--- config.mk ---
export PLATFORM = sky130hd
export DESIGN_NAME = bitmap_priority_thread_scheduler
export DESIGN_NICKNAME = d
export VERILOG_FILES = /design/src/rtl/bpts_pkg.sv /design/src/rtl/bitmap_priority_thread_scheduler.sv /design/src/rtl/bpts_datapath.sv /design/src/rtl/bpts_ctrl.sv
export SDC_FILE = /design/constraint.sdc
export NUM_CORES = 1
export LEC_CHECK = 0
export BUFFER_PORTS_ARGS = -buffer_cell sky130_fd_sc_hd__buf_2
export CELL_PAD_IN_SITES_DETAIL_PLACEMENT = 0
export CELL_PAD_IN_SITES_GLOBAL_PLACEMENT = 1
export CORE_ASPECT_RATIO = 1.25
export CORE_MARGIN = 2
export CORE_UTILIZATION = 45
export CTS_CLUSTER_DIAMETER = 50
export DETAILED_ROUTE_END_ITERATION = 10
export GPL_TIMING_DRIVEN = 0
export PLACE_DENSITY_LB_ADDON = 0.12
export SETUP_SLACK_MARGIN = 0.1
export SYNTH_ARGS = -nofsm -noshare
export SYNTH_HDL_FRONTEND = slang
export SYNTH_SLANG_ARGS = --single-unit
--- constraint.sdc ---
create_clock -name i_clk -period 4.9 [get_ports i_clk]
set_clock_uncertainty 0.1 [all_clocks]
set_input_delay 0.735 -clock i_clk [delete_from_list [all_inputs] [get_ports i_clk]]
set_output_delay 0.735 -clock i_clk [all_outputs]
set_load 0.01 [all_outputs]
--- src/rtl/bpts_pkg.sv ---
// shared types and constants for the bitmap priority thread scheduler
package bpts_pkg;

    localparam int PRIORITY_LEVELS = 32;
    localparam int MAX_THREADS     = 16;

    localparam logic [7:0] LOCK_MAX = 8'd255;

    typedef enum logic [2:0] {
        OP_INSERT   = 3'd0,
        OP_REMOVE   = 3'd1,
        OP_SCHEDULE = 3'd2,
        OP_ENTER    = 3'd3,
        OP_EXIT     = 3'd4,
        OP_START    = 3'd5
    } t_op;

    typedef enum logic [1:0] {
        ST_OK       = 2'd0,
        ST_NO_READY = 2'd1,
        ST_INVALID  = 2'd2
    } t_status;

    typedef struct packed {
        logic [2:0] operation;
        logic [3:0] thread_id;
        logic [4:0] priority_req;
    } t_in_beat;

    typedef struct packed {
        logic [1:0]  status;
        logic        switched;
        logic        from_valid;
        logic [3:0]  old_tid;
        logic [3:0]  new_tid;
        logic [4:0]  running_priority;
        logic [7:0]  lock_level;
        logic [31:0] ready_levels;
    } t_out_beat;

    typedef enum logic [2:0] {
        S_IDLE,
        S_READ,
        S_EXEC,
        S_OUT
    } t_state;

    // controller to datapath
    typedef struct packed {
        logic load;
        logic read;
        logic exec;
    } t_ctl_cmd;

endpackage

--- src/rtl/bitmap_priority_thread_scheduler.sv ---
// top level of the bitmap priority thread scheduler
// Usage: one input channel (i_in_valid / o_in_stall, payload i_in_beat) carries a
// kernel call: insert, remove, schedule, enter or exit critical, start. One output
// channel (o_out_valid / i_out_stall, payload o_out_beat) returns exactly one beat
// per call with status, switch report, running level, lock depth and the bitmap.
// Calls do not overlap: the next call is taken the cycle after the result beat
// leaves. The sequencer steps through capture, link and head read, update and
// deliver.
// The priority encode over the ready bitmap and the link reads share one cycle.
// Reset (i_rst_n low, synchronous) empties all levels, clears lock depth, marks
// the scheduler not started and sets the running level to 31. Link tables are
// only read where the bitmap or ready flags mark them written.
// While the receiver stalls, the result holds and no new call is accepted.
module bitmap_priority_thread_scheduler
    import bpts_pkg::*;
(
    input  logic      i_clk,
    input  logic      i_rst_n,
    input  logic      i_in_valid,
    output logic      o_in_stall,
    input  t_in_beat  i_in_beat,
    output logic      o_out_valid,
    input  logic      i_out_stall,
    output t_out_beat o_out_beat
);
    t_ctl_cmd w_cmd;

    bpts_ctrl u_ctrl (
        .i_clk       (i_clk),
        .i_rst_n     (i_rst_n),
        .i_in_valid  (i_in_valid),
        .o_in_stall  (o_in_stall),
        .o_out_valid (o_out_valid),
        .i_out_stall (i_out_stall),
        .o_cmd       (w_cmd)
    );

    bpts_datapath u_dp (
        .i_clk   (i_clk),
        .i_rst_n (i_rst_n),
        .i_cmd   (w_cmd),
        .i_beat  (i_in_beat),
        .o_beat  (o_out_beat)
    );
endmodule

--- src/rtl/bpts_datapath.sv ---
// link storage, bitmap, current thread and result register
module bpts_datapath
    import bpts_pkg::*;
(
    input  logic      i_clk,
    input  logic      i_rst_n,
    input  t_ctl_cmd  i_cmd,
    input  t_in_beat  i_beat,
    output t_out_beat o_beat
);
    localparam int LW = (PRIORITY_LEVELS > 1) ? $clog2(PRIORITY_LEVELS) : 1;
    localparam int TW = (MAX_THREADS > 1) ? $clog2(MAX_THREADS) : 1;

    logic [2:0] r_op;
    logic [3:0] r_tid;
    logic [4:0] r_lv;

    logic [3:0] r_head [PRIORITY_LEVELS];
    logic [3:0] r_tail [PRIORITY_LEVELS];
    logic [3:0] r_next [MAX_THREADS];
    logic [3:0] r_prev [MAX_THREADS];
    logic [LW-1:0] r_tlev [MAX_THREADS];
    logic [MAX_THREADS-1:0] r_rdy;
    logic [PRIORITY_LEVELS-1:0] r_bmp;
    logic [3:0] r_cur;
    logic       r_pres;
    logic [4:0] r_cur_lv;
    logic [7:0] r_lock;

    // values sampled in the read cycle
    logic [3:0] r_h, r_t, r_nx, r_pv, r_win_head;
    logic       r_tr, r_lvmatch, r_bit, r_any;
    logic [4:0] r_win;
    logic       r_inrange;

    logic [LW-1:0] w_lv;
    logic [TW-1:0] w_t;
    logic          w_any;
    logic [4:0]    w_win;

    assign w_lv = r_lv[LW-1:0];
    assign w_t  = r_tid[TW-1:0];

    // lowest set bit of the bitmap
    always_comb begin
        w_any = 1'b0;
        w_win = 5'd0;
        for (int i = PRIORITY_LEVELS - 1; i >= 0; i--) begin
            if (r_bmp[i] && i < 32) begin
                w_any = 1'b1;
                w_win = 5'(i);
            end
        end
    end

    t_out_beat n_out;
    logic [7:0] w_lock_dn;
    logic       w_sched, w_sw;

    always_ff @(posedge i_clk) begin
        if (i_cmd.load) begin
            r_op  <= i_beat.operation;
            r_tid <= i_beat.thread_id;
            r_lv  <= i_beat.priority_req;
        end
        if (i_cmd.read) begin
            r_inrange  <= (32'(r_tid) < MAX_THREADS) && (32'(r_lv) < PRIORITY_LEVELS);
            r_h        <= r_head[w_lv];
            r_t        <= r_tail[w_lv];
            r_nx       <= r_next[w_t];
            r_pv       <= r_prev[w_t];
            r_tr       <= r_rdy[w_t];
            r_lvmatch  <= (r_tlev[w_t] == w_lv);
            r_bit      <= r_bmp[w_lv];
            r_any      <= w_any;
            r_win      <= w_win;
            r_win_head <= r_head[w_win[LW-1:0]];
        end
    end

    always_comb begin
        w_lock_dn = (r_lock != 8'd0) ? r_lock - 8'd1 : 8'd0;
        w_sched = (r_op == OP_SCHEDULE) ||
                  (r_op == OP_EXIT && w_lock_dn == 8'd0 && r_pres);
        w_sw = r_any && ((r_op == OP_SCHEDULE) ? (r_lock == 8'd0) : 1'b1)
               && !(r_pres && r_cur == r_win_head);
    end

    always_ff @(posedge i_clk) begin
        if (!i_rst_n) begin
            r_rdy    <= '0;
            r_bmp    <= '0;
            r_cur    <= '0;
            r_pres   <= 1'b0;
            r_cur_lv <= 5'd31;
            r_lock   <= '0;
        end else if (i_cmd.exec) begin
            unique case (r_op)
                OP_INSERT: if (r_inrange && !r_tr) begin
                    if (r_bit) begin
                        r_next[r_t[TW-1:0]] <= r_tid;
                        r_prev[w_t] <= r_t;
                    end else begin
                        r_head[w_lv] <= r_tid;
                        r_prev[w_t]  <= r_tid;
                    end
                    r_next[w_t]  <= r_tid;
                    r_tail[w_lv] <= r_tid;
                    r_rdy[w_t]   <= 1'b1;
                    r_tlev[w_t]  <= w_lv;
                    r_bmp[w_lv]  <= 1'b1;
                end
                OP_REMOVE: if (r_inrange && r_tr && r_lvmatch) begin
                    if (r_h == r_tid && r_t == r_tid) begin
                        r_bmp[w_lv] <= 1'b0;
                    end else begin
                        if (r_h == r_tid) r_head[w_lv] <= r_nx;
                        else r_next[r_pv[TW-1:0]] <= r_nx;
                        if (r_t == r_tid) r_tail[w_lv] <= r_pv;
                        else r_prev[r_nx[TW-1:0]] <= r_pv;
                    end
                    r_rdy[w_t] <= 1'b0;
                end
                OP_ENTER: if (r_lock != LOCK_MAX) r_lock <= r_lock + 8'd1;
                OP_EXIT:  r_lock <= w_lock_dn;
                default: ;
            endcase
            if ((w_sched && w_sw) || (r_op == OP_START && r_any)) begin
                r_cur    <= r_win_head;
                r_pres   <= 1'b1;
                r_cur_lv <= r_win;
            end
        end
    end

    always_comb begin
        n_out = '0;
        n_out.status = ST_OK;
        unique case (r_op)
            OP_INSERT: if (!r_inrange || r_tr) n_out.status = ST_INVALID;
            OP_REMOVE: if (!r_inrange || !r_tr || !r_lvmatch) n_out.status = ST_INVALID;
            OP_START: begin
                if (!r_any) n_out.status = ST_NO_READY;
                else begin
                    n_out.switched = 1'b1;
                    n_out.new_tid  = r_win_head;
                end
            end
            default: ;
        endcase
        if (w_sched) begin
            if (!r_any) n_out.status = ST_NO_READY;
            else if (w_sw) begin
                n_out.switched   = 1'b1;
                n_out.from_valid = r_pres;
                n_out.old_tid    = r_pres ? r_cur : 4'd0;
                n_out.new_tid    = r_win_head;
            end
        end
    end

    t_out_beat r_res;
    always_ff @(posedge i_clk) begin
        if (i_cmd.exec) r_res <= n_out;
    end

    always_comb begin
        o_beat = r_res;
        o_beat.running_priority = r_cur_lv;
        o_beat.lock_level       = r_lock;
        o_beat.ready_levels     = 32'(r_bmp);
    end
endmodule

--- src/rtl/bpts_ctrl.sv ---
// sequencer for one operation: capture, read, execute, deliver
module bpts_ctrl
    import bpts_pkg::*;
(
    input  logic     i_clk,
    input  logic     i_rst_n,
    input  logic     i_in_valid,
    output logic     o_in_stall,
    output logic     o_out_valid,
    input  logic     i_out_stall,
    output t_ctl_cmd o_cmd
);
    t_state r_state, n_state;

    always_ff @(posedge i_clk) begin
        if (!i_rst_n) r_state <= S_IDLE;
        else          r_state <= n_state;
    end

    always_comb begin
        n_state     = r_state;
        o_cmd       = '0;
        o_in_stall  = 1'b1;
        o_out_valid = 1'b0;
        unique case (r_state)
            S_IDLE: begin
                o_in_stall = 1'b0;
                if (i_in_valid) begin
                    o_cmd.load = 1'b1;
                    n_state    = S_READ;
                end
            end
            S_READ: begin
                o_cmd.read = 1'b1;
                n_state    = S_EXEC;
            end
            S_EXEC: begin
                o_cmd.exec = 1'b1;
                n_state    = S_OUT;
            end
            S_OUT: begin
                o_out_valid = 1'b1;
                if (!i_out_stall) n_state = S_IDLE;
            end
            default: n_state = S_IDLE;
        endcase
    end
endmodule

Word level (Yosys, flattened, before mapping) --
Memories as Yosys holds them, arrays and structs flattened. A register that Yosys moved wholly into a read port is not among the register bits. Cells that the tools add are included.
Storage, ports and cells: register bits after elaboration 102, bits in writable memories 464, bits of input ports 16, output and inout port bits 59, logic and storage cells 222, memories 5
Memory list:
- u_dp.r_head | depth 32, width 4, rd ports 2, clocked after Yosys merged registers in 2, write ports 1, RTL line bpts_datapath.sv:18 | logic [3:0] r_head [PRIORITY_LEVELS];
- u_dp.r_tail | depth 32, width 4, rd ports 1, clocked after Yosys merged registers in 1, write ports 1, RTL line bpts_datapath.sv:19 | logic [3:0] r_tail [PRIORITY_LEVELS];
- u_dp.r_tlev | depth 16, width 5, rd ports 1, clocked after Yosys merged registers in 1, write ports 1, RTL line bpts_datapath.sv:22 | logic [LW-1:0] r_tlev [MAX_THREADS];
- u_dp.r_next | depth 16, width 4, rd ports 1, clocked after Yosys merged registers in 1, write ports 2, RTL line bpts_datapath.sv:20 | logic [3:0] r_next [MAX_THREADS];
- u_dp.r_prev | depth 16, width 4, rd ports 1, clocked after Yosys merged registers in 1, write ports 1, RTL line bpts_datapath.sv:21 | logic [3:0] r_prev [MAX_THREADS];
Cells by class: add/sub/neg operators 2, magnitude comparators 4, equal/unequal tests 19, mux-type cells 129, bitwise operators 9, reductions and logical operators 34
Operators with widths (count):
- 5-bit two-way mux | 32
- 32-bit two-way mux | 3
- 32-bit case mux with 2 select lines | 1
- 1-bit two-way mux | 62
- 4-bit two-way mux | 11
- 32-bit AND | 1
- 16-bit two-way mux | 2
- 32-bit NOT | 1
- 32-bit OR | 1
- 16-bit case mux with 2 select lines | 1
- 31-bit OR reduction | 1
- 10-bit two-way mux | 2
- 16-bit AND | 1
- 8-bit logical NOT | 2
- 8-bit two-way mux | 2
- 16-bit NOT | 1
- 16-bit OR | 1
- 8-bit case mux with 2 select lines | 1
- 3-bit by 2-bit equality test with 1-bit output (second input constant) | 4
- 4-bit equality test | 3
- 12-bit two-way mux | 1
- 3-bit case mux with 4 select lines | 1
- 1-bit logical AND | 11
- 8-bit by 1-bit adder with 8-bit output (second input constant) | 1
- 29 further kinds | 50

Depth between registers and ports, before layout --
Gate-level depths: netlist (run 1).
word-level depth 32, depth in mapped cells 14, mapped depth without buffers 11

By module --
From an unflattened synthesis (run 1), not the netlist that was laid out.
Second synthesis, totals: cell total of the unflattened synthesis 1785, area, all modules 26206.4 um^2
By module, submodules not included:
- bpts_datapath | times used 1, cells each 1763, area each 25998.7 um^2, seq. area each 16926.2 um^2
- bpts_ctrl | times used 1, cells each 22, area each 207.7 um^2, seq. area each 40.0 um^2

Worst setup path before layout (run 1) --
OpenSTA, ideal clock, no wires.
kind register -> register, start register u_ctrl.r_state[0], end memory u_dp.r_head[0][1] (data pin), data arrival time 3.320 ns, slack 1.026 ns, cell stages (with the launch flop) 9, clock period less this slack 3.874 ns, cells stage by stage dfxtp_1 > inv_1 > ha_1 > nand2_1 > or4_1 > clkbuf_1 > inv_1 > nand2_1 > o21ai_0
Between the ends: longest elaborated chain between the ends 6
Ends and longest elaborated chain:
- from (decl) | RTL line bpts_ctrl.sv:13 | t_state r_state, n_state;
- from (signal assigned) | RTL line bpts_ctrl.sv:17 | else r_state <= n_state;
- 3-bit by 2-bit equality test with 1-bit output | RTL line bpts_ctrl.sv:25 | unique case (r_state)
- 1-bit two-way mux | RTL line bpts_ctrl.sv:25
- 1-bit two-way mux | RTL line bpts_datapath.sv:97 | end else if (i_cmd.exec) begin
- 1-bit two-way mux | RTL line bpts_datapath.sv:90 | if (!i_rst_n) begin
- 1-bit two-way mux (not written as such) | RTL line bpts_datapath.sv:117 | if (r_h == r_tid) r_head[w_lv] <= r_nx;
- 4-bit two-way mux (no line)
- to (decl) | RTL line bpts_datapath.sv:18
No other way between the ends.

Worst setup path in the final report (run 1) --
start register u_dp.r_lv[0], end memory u_dp.r_head[31][2] (enable)
RTL lines:
- from (decl) | RTL line bpts_datapath.sv:16 | logic [4:0] r_lv;
- from (signal assigned) | RTL line bpts_datapath.sv:64 | r_lv <= i_beat.priority_req;
No word-level cell before the write port.

==> flow_metrics.py, run 1 <==
metrics = {
    "synth": {
        "ys_seq_elements": 589,
        "async_reset_ff_share_pct": 0,
        "synth-main-ff-cell": "edfxtp_1",
        "netlist_instances": 1793,
        "synth_cell_types": 89,
        "syn_area_sq_um": 26300,
        "ys_seq_area_share_pct": 64.5,
        "ys_warn_count": 0,
        "synth_nets": 1815,
        "postSynthAreaPerCell_sq_um": 14.7,
        "synth_edf_count": 517,
    },
    "power_and_ir_drop": {
        "clockPowerShare_pct": 33.1,
        "irDropWorstVdd_uv": 313,
        "netSwitchingFraction_pct": 29.7,
        "internal-power_uw": 9400,
        "p_sw_uw": 3970,
        "pwr-share-comb_pct": 20.4,
        "powerDensity_nw_per_um2": 453,
        "power_frac_seq_pct": 46.5,
        "leakagePower_uw": 0.00982,
    },
    "layout": {
        "fillers": 4921,
        "multi_input_area_sq_um": 8720,
        "area_delta_synth_final_pct": 12.1,
        "register_area_sq_um": 17000,
        "layout-drive-gt1-share_pct": 19.1,
        "diodes": 0,
        "num-nets-final": 1951,
    },
    "placed_design": {
        "dpl.hpwl_um": 55800,
        "globalplace.congestion": 0.912,
        "io_buffers": 74,
        "pre_cts_slack_ps": -58.3,
    },
    "global_route": {
        "grt_overflow_total": 0,
        "grt_first_pass_wirelength_um": 112000,
        "grt_util_all_layers_pct": 25.9,
        "grt_max_degree": 33,
        "grt_pass1_vias": 16700,
        "grt_antenna_before_repair": 0,
    },
    "setup_path": {
        "cp.arrival_ps": 4880,
        "path_delay_family": "buffers and inverters",
        "cp_slowest_cell": "nor3_1",
        "worstSetupPathType": "reg2reg",
        "path_common_cell": "buf_2",
        "critPathBufInv": 5,
        "max_stage_delay_ps": 840,
        "start_kind": "flop",
        "crit_chain": "clkbuf_1, buf_2, buf_2, buf_2, nand2_1, clkbuf_1, nor3_1",
        "cp_max_fo": 17,
        "cp.required_ps": 5040,
        "cp-end-kind": "flop",
    },
    "timing": {
        "relSlewSlack_pct": 14.1,
        "setup_viol": 0,
        "max_freq_mhz": 211,
        "tightest_slew_ps": 1290,
        "finalMaxSlewViolations": 0,
        "rsz0062_at_grt": "yes",
        "finalHoldViolations": 0,
        "period_needed_ps": 4740,
        "fin_ws_ps": 157,
        "fin_tns_setup_ps": 0,
        "post-route-period-util_pct": 96.8,
    },
    "routing": {
        "finalWirelength_um": 77700,
        "drtPass1Iterations": 6,
        "num_vias": 16600,
        "ant_nets": 0,
        "wire_per_inst_um": 28.4,
        "dr.first_iter.drc_count": 1520,
        "post-route-drc-count": 0,
        "via_per_inst": 6.07,
    },
    "clocking": {
        "clock_latency_ps": 610,
        "cts_buffer_depth": 3,
        "cts_root_buf": "clkbuf_16",
        "htreeDepth": 2,
        "cts_buffers": 59,
        "cts-resized-gates": 1,
        "post_cts_buffers": 0,
        "clock_sinks": 589,
        "cts_tree": "built",
        "postCtsHoldBufs": 0,
        "clk_pin_slew_worst_paths_ps": 60,
    },
    "floorplanning": {
        "die_area_sq_um": 60400,
        "die_h_um": 274,
        "row_count": 99,
        "fp.coreArea_sq_um": 58100,
        "die_x_um": 220,
        "ios": 75,
        "start_util_pct": 45.3,
    },
    "worst_hold_path": {
        "holdCritPathClass": "in2reg",
    },
    "job": {
        "maxCapViolations": 0,
    },
    "run_status": {
        "run_status": "finished clean",
    },
}
==> power groups by stage <==
stage               sequential [uW]  combinational [uW]  clock (uW)
global route                   6240                2910        4680
CTS                            6220                2760        4480
global placement               6320                2700           0
floorplan                      6210                1720           0
detailed placement             6320                2750           0
finish                         6210                2730        4420
==> final timing paths <==
kind	slack, ps	startpoint	end	cells past startpoint
worst max-delay path	160	u_dp.r_lv[0]	u_dp.r_head[31][2]	7
worst min register to register	370	u_dp.r_win[0]	u_dp.r_cur_lv[0]	2
worst max register to register	160	u_dp.r_lv[0]	u_dp.r_head[31][2]	7
worst min-delay path	190	i_in_beat[9]	u_dp.r_op[0]	1
==> layout make-up <==
class	count	area share (%)
repair buffers	75	1.28
multi-input cells	1047	29.6
inverters	31	0.411
well taps	757	3.21
clock buffers	75	5.24
plain buffers	126	1.73
clock inverters	31	1.03
flip-flops and latches	589	57.5
==> cells in the final DEF, fill, tap and decap left out, types with 7 or more instances in the layout <==
master / Yosys / final
clkbuf_1: 90 / 104
nor2_1: 168 / 168
nor3b_1: 9 / 9
nand3_1: 69 / 69
nor3_1: 68 / 68
clkbuf_16: 0 / 59
dfxtp_1: 72 / 72
mux4_2: 142 / 142
a22oi_1: 48 / 48
clkinv_1: 0 / 8
o21ai_0: 27 / 26
nand2b_1: 7 / 7
nand2_1: 147 / 147
nor2b_1: 11 / 11
nand4_1: 15 / 15
and2_1: 14 / 14
xor2_1: 14 / 14
clkinv_2: 0 / 8
a311oi_1: 16 / 16
a21oi_1: 34 / 34
mux2i_1: 62 / 62
inv_1: 28 / 28
a31oi_1: 11 / 11
o2111ai_1: 9 / 9
nor4_1: 7 / 7
a211oi_1: 13 / 13
buf_2: 17 / 92
edfxtp_1: 517 / 517
o22ai_1: 22 / 22
buf_1: 17 / 16
mux2_2: 22 / 22
==> cell usage after synthesis (7+ instances only) <==
cell       number  share of area (%)
a211oi_1       13               0.37
a21oi_1        34               0.65
a22oi_1        48                1.4
a311oi_1       16               0.53
a31oi_1        11               0.26
and2_1         14               0.33
buf_1          17               0.24
buf_2          17               0.32
clkbuf_1       90                1.3
dfxtp_1        72                5.5
edfxtp_1      517                 59
inv_1          28               0.40
mux2_2         22               0.94
mux2i_1        62                2.4
mux4_2        142                 12
nand2_1       147                2.1
nand2b_1        7               0.17
nand3_1        69                1.3
nand4_1        15               0.36
nor2_1        168                2.4
nor2b_1        11               0.26
nor3_1         68                1.3
nor3b_1         9               0.26
nor4_1          7               0.17
o2111ai_1       9               0.30
o21ai_0        27               0.51
o22ai_1        22               0.52
xor2_1         14               0.47
==> logic make-up after synthesis <==
logic type	synth area share, %
AND/OR/NAND/NOR	10.2
adder cells (fa/ha/maj)	0.285
flip-flops	64.5
AO/OA/AOI/OAI	6.33
multiplexers	15.7
XOR/XNOR	0.666
buffers and inverters	2.40
==> routing by layer <==
layer	vias up	GRT usage (%)	wire [um]
li1	7326	-	-
met1	8483	31.2	29400
met2	604	45.2	39700
met3	175	5.12	5080
met4	0	11.1	3520
met5	-	0	0
==> flip-flops by register name, summed over array words and instances (netlist names), 8 cells and up, named ones only <==
name and cells:
u_dp.r_tail 128, u_dp.r_lock 8, u_dp.o_beat 12, u_dp.r_tlev 80
u_dp.r_head 128, u_dp.r_prev 64, u_dp.r_next 64
==> per-stage QoR <==
stage | hold WS, ps | std cells | area, sq um | util [%] | power (uW)
4_1_cts | 162 | 2730 | 29500 | 50.8 | 13500
5_1_grt | 179 | 2731 | 29500 | 50.8 | 13800
2_1_floorplan | 338 | 1793 | 26300 | - | 7930
3_3_place_gp | 350 | 2624 | 27600 | 47.6 | 9010
6_report | 194 | 2731 | 29500 | 50.8 | 13400
3_5_place_dp | 356 | 2624 | 27600 | 47.6 | 9060
Power figures use the tool's default switching activity.
==> run 2, diff against run 1 <==
ABC_AREA = 1   (was default)
==> flow_metrics.py, run 2 <==
metrics = {
    "run_status": {
        "run_status": "finished clean",
    },
    "global_route": {
        "grt_util_all_layers_pct": 29.5,
        "grt_pass1_vias": 19900,
        "grt_overflow_total": 0,
        "grt_max_degree": 33,
        "grt_first_pass_wirelength_um": 129000,
        "grt_antenna_before_repair": 0,
    },
    "synth": {
        "ys_warn_count": 0,
        "postSynthAreaPerCell_sq_um": 10.6,
        "async_reset_ff_share_pct": 0,
        "synth_edf_count": 517,
        "yosysMostFrequentCell": "edfxtp_1",
        "synth_cell_types": 43,
        "synth-main-ff-cell": "edfxtp_1",
        "ys_seq_elements": 589,
        "syn_area_sq_um": 26300,
        "ys_seq_area_share_pct": 64.4,
        "synth_commonest_cells": "edfxtp_1 (517), inv_1 (300), nand3_1 (236), nand2_1 (231)",
        "synth_top_area_share_pct": 58.9,
        "yosys.area.top_type": "edfxtp_1",
        "synth_nets": 2502,
        "yosys-top-cells-area": "edfxtp_1 (59%), dfxtp_1 (5.5%), a22oi_1 (4.5%)",
        "netlist_instances": 2480,
    },
    "setup_path": {
        "start_kind": "flop",
        "cp_max_fo": 20,
        "path_common_cell": "clkbuf_1",
        "worstSetupPathType": "reg2reg",
        "max_stage_delay_ps": 910,
        "worstRegToRegCells": 9,
        "cp_slowest_cell": "clkbuf_1",
        "cp-end-kind": "flop",
        "cp.arrival_ps": 5150,
        "crit_chain": "inv_1, nor2_1, clkbuf_1, clkbuf_1, clkbuf_1, a22oi_1, a21oi_1, nor4_1, nand2_1",
        "cp.required_ps": 5240,
    },
    "timing": {
        "setup_viol": 0,
        "whs_ps": 192,
        "tightest_slew_ps": 1430,
        "finalMaxSlewViolations": 0,
        "fin_ws_ps": 88.7,
        "post-route-period-util_pct": 98.2,
        "max_freq_mhz": 208,
        "rsz0062_at_grt": "no",
        "finalHoldViolations": 0,
        "relSlewSlack_pct": 4.34,
        "period_needed_ps": 4810,
    },
    "floorplanning": {
        "die_x_um": 220,
        "ios": 75,
        "die_h_um": 275,
        "start_util_pct": 45.4,
        "row_count": 99,
        "fp.coreArea_sq_um": 58100,
        "die_area_sq_um": 60500,
    },
    "placed_design": {
        "io_buffers": 74,
        "pre_cts_slack_ps": -310,
        "dpl.hpwl_um": 64800,
        "globalplace.congestion": 0.925,
        "dp_cells": 3317,
    },
    "routing": {
        "dr.first_iter.drc_count": 2072,
        "ant_nets": 0,
        "top_layer": "met4",
        "wl_met1_um": 34500,
        "wl_met2_um": 43600,
        "num_vias": 20200,
        "drtPass1Iterations": 6,
        "post-route-drc-count": 0,
        "finalWirelength_um": 88400,
        "wire_per_inst_um": 25.7,
        "via_per_inst": 5.88,
        "met3WireLength_um": 5890,
    },
    "clocking": {
        "cts_buffers": 67,
        "post_cts_buffers": 0,
        "htreeDepth": 3,
        "cts_tree": "built",
        "clock_sinks": 589,
        "cts_root_buf": "clkbuf_16",
        "postCtsHoldBufs": 0,
        "cts_buffer_depth": 3,
        "clk_pin_slew_worst_paths_ps": 60,
        "clock_latency_ps": 630,
    },
    "job": {
        "maxCapViolations": 0,
    },
    "power_and_ir_drop": {
        "leakagePower_uw": 0.0107,
        "irDropWorstVdd_uv": 294,
        "powerDensity_nw_per_um2": 476,
        "power_uw": 14300,
    },
    "layout": {
        "diodes": 0,
        "final_common_cell": "edfxtp_1",
        "fin_cells": 3439,
        "finish.utilization_pct": 51.9,
        "top_regs": "u_dp.r_head: 128 flops, u_dp.r_tail: 128 flops, u_dp.r_tlev: 80 flops",
        "final_cell_mix": "edfxtp_1 (517), inv_1 (300), nand3_1 (236)",
        "num-nets-final": 2651,
        "area_delta_synth_final_pct": 14.3,
        "layout-drive-gt1-share_pct": 8.46,
    },
    "worst_hold_path": {
        "holdCritPathClass": "in2reg",
        "worstHoldPathCells": 1,
    },
}
## run 2: changes by cell type in the layout (fill, tap and decap cells not counted), sizes merged, moves of 35 or more
| cell | change |
|---|---|
| a22oi | +110 |
| nor3 | -42 |
| a21oi | +139 |
| o21ai | +178 |
| inv | +275 |
| nand2 | +85 |
| nor2 | +35 |
| mux4 | -142 |
| mux2i | -42 |
| nand3 | +167 |
## run 2: path summary, 6_finish.rpt
kind / start / end / slack (ps)
setup / recovery: u_dp.r_lv[0] / u_dp.r_t[1] / 90
hold / removal: i_in_beat[11] / u_dp.r_op[2] / 190
setup reg to reg: u_dp.r_lv[0] / u_dp.r_t[1] / 90
hold reg to reg: u_dp.r_win[0] / u_dp.r_cur_lv[0] / 370
## run 2: metal layers
metal | GRT usage (%) | vias to the layer above
li1 | - | 9242
met1 | 36.9 | 9855
met2 | 50.5 | 924
met3 | 3.62 | 209
met4 | 14.5 | 0
met5 | 0 | -
## run 2: critical path, delay by kind of cell, from the launching register on
family	cells	cell delay (ps)
buffers and inverters	4	2520
and+or+nand+nor	3	630
DFF	1	900
AOI/OAI and AO/OA	2	460
## run 2: cell families (layout without fill, tap and decap cells)
family,Yosys count,after routing,share of synthesized area [%]
buffers and inverters,451,653,6.76
multiplexers,20,20,0.760
AO/OA/AOI/OAI,646,646,14.7
adder cells (fa/ha/maj),6,6,0.285
XOR/XNOR,13,13,0.432
AND/OR/NAND/NOR,755,755,12.6
flip-flops,589,589,64.4
## run 2: where the power goes
part           leakage [uW]  total, uW  internal [uW]  switching [uW]
clock               0.00109       5160           3030            2130
sequential          0.00526       6170           5960             210
combinational       0.00438       3000            780            2220
## run 2: stage by stage
stage | setup TNS, ps | cell area (sq um)
global placement | -97310 | 27700
global route | 0 | 30100
finish | 0 | 30100
detailed placement | -1010 | 27900
CTS | 0 | 30100
floorplan | 0 | 26300
## run 2: cell type report
cell class | instances | area (sq um)
Fill cell | 5193 | 28000
Inverter | 307 | 1150
Sequential cell | 589 | 17000
Buffer | 144 | 629
Clock buffer | 82 | 1760
Tap cell | 757 | 947
Timing Repair Buffer | 80 | 498
Multi-Input combinational cell | 1440 | 7690
Clock inverter | 40 | 479
## run 2: timing repair
item,CTS,global route
setup endpoints to repair,4,0
endpoints found under the hold margin,0,0
resized for setup,2,0
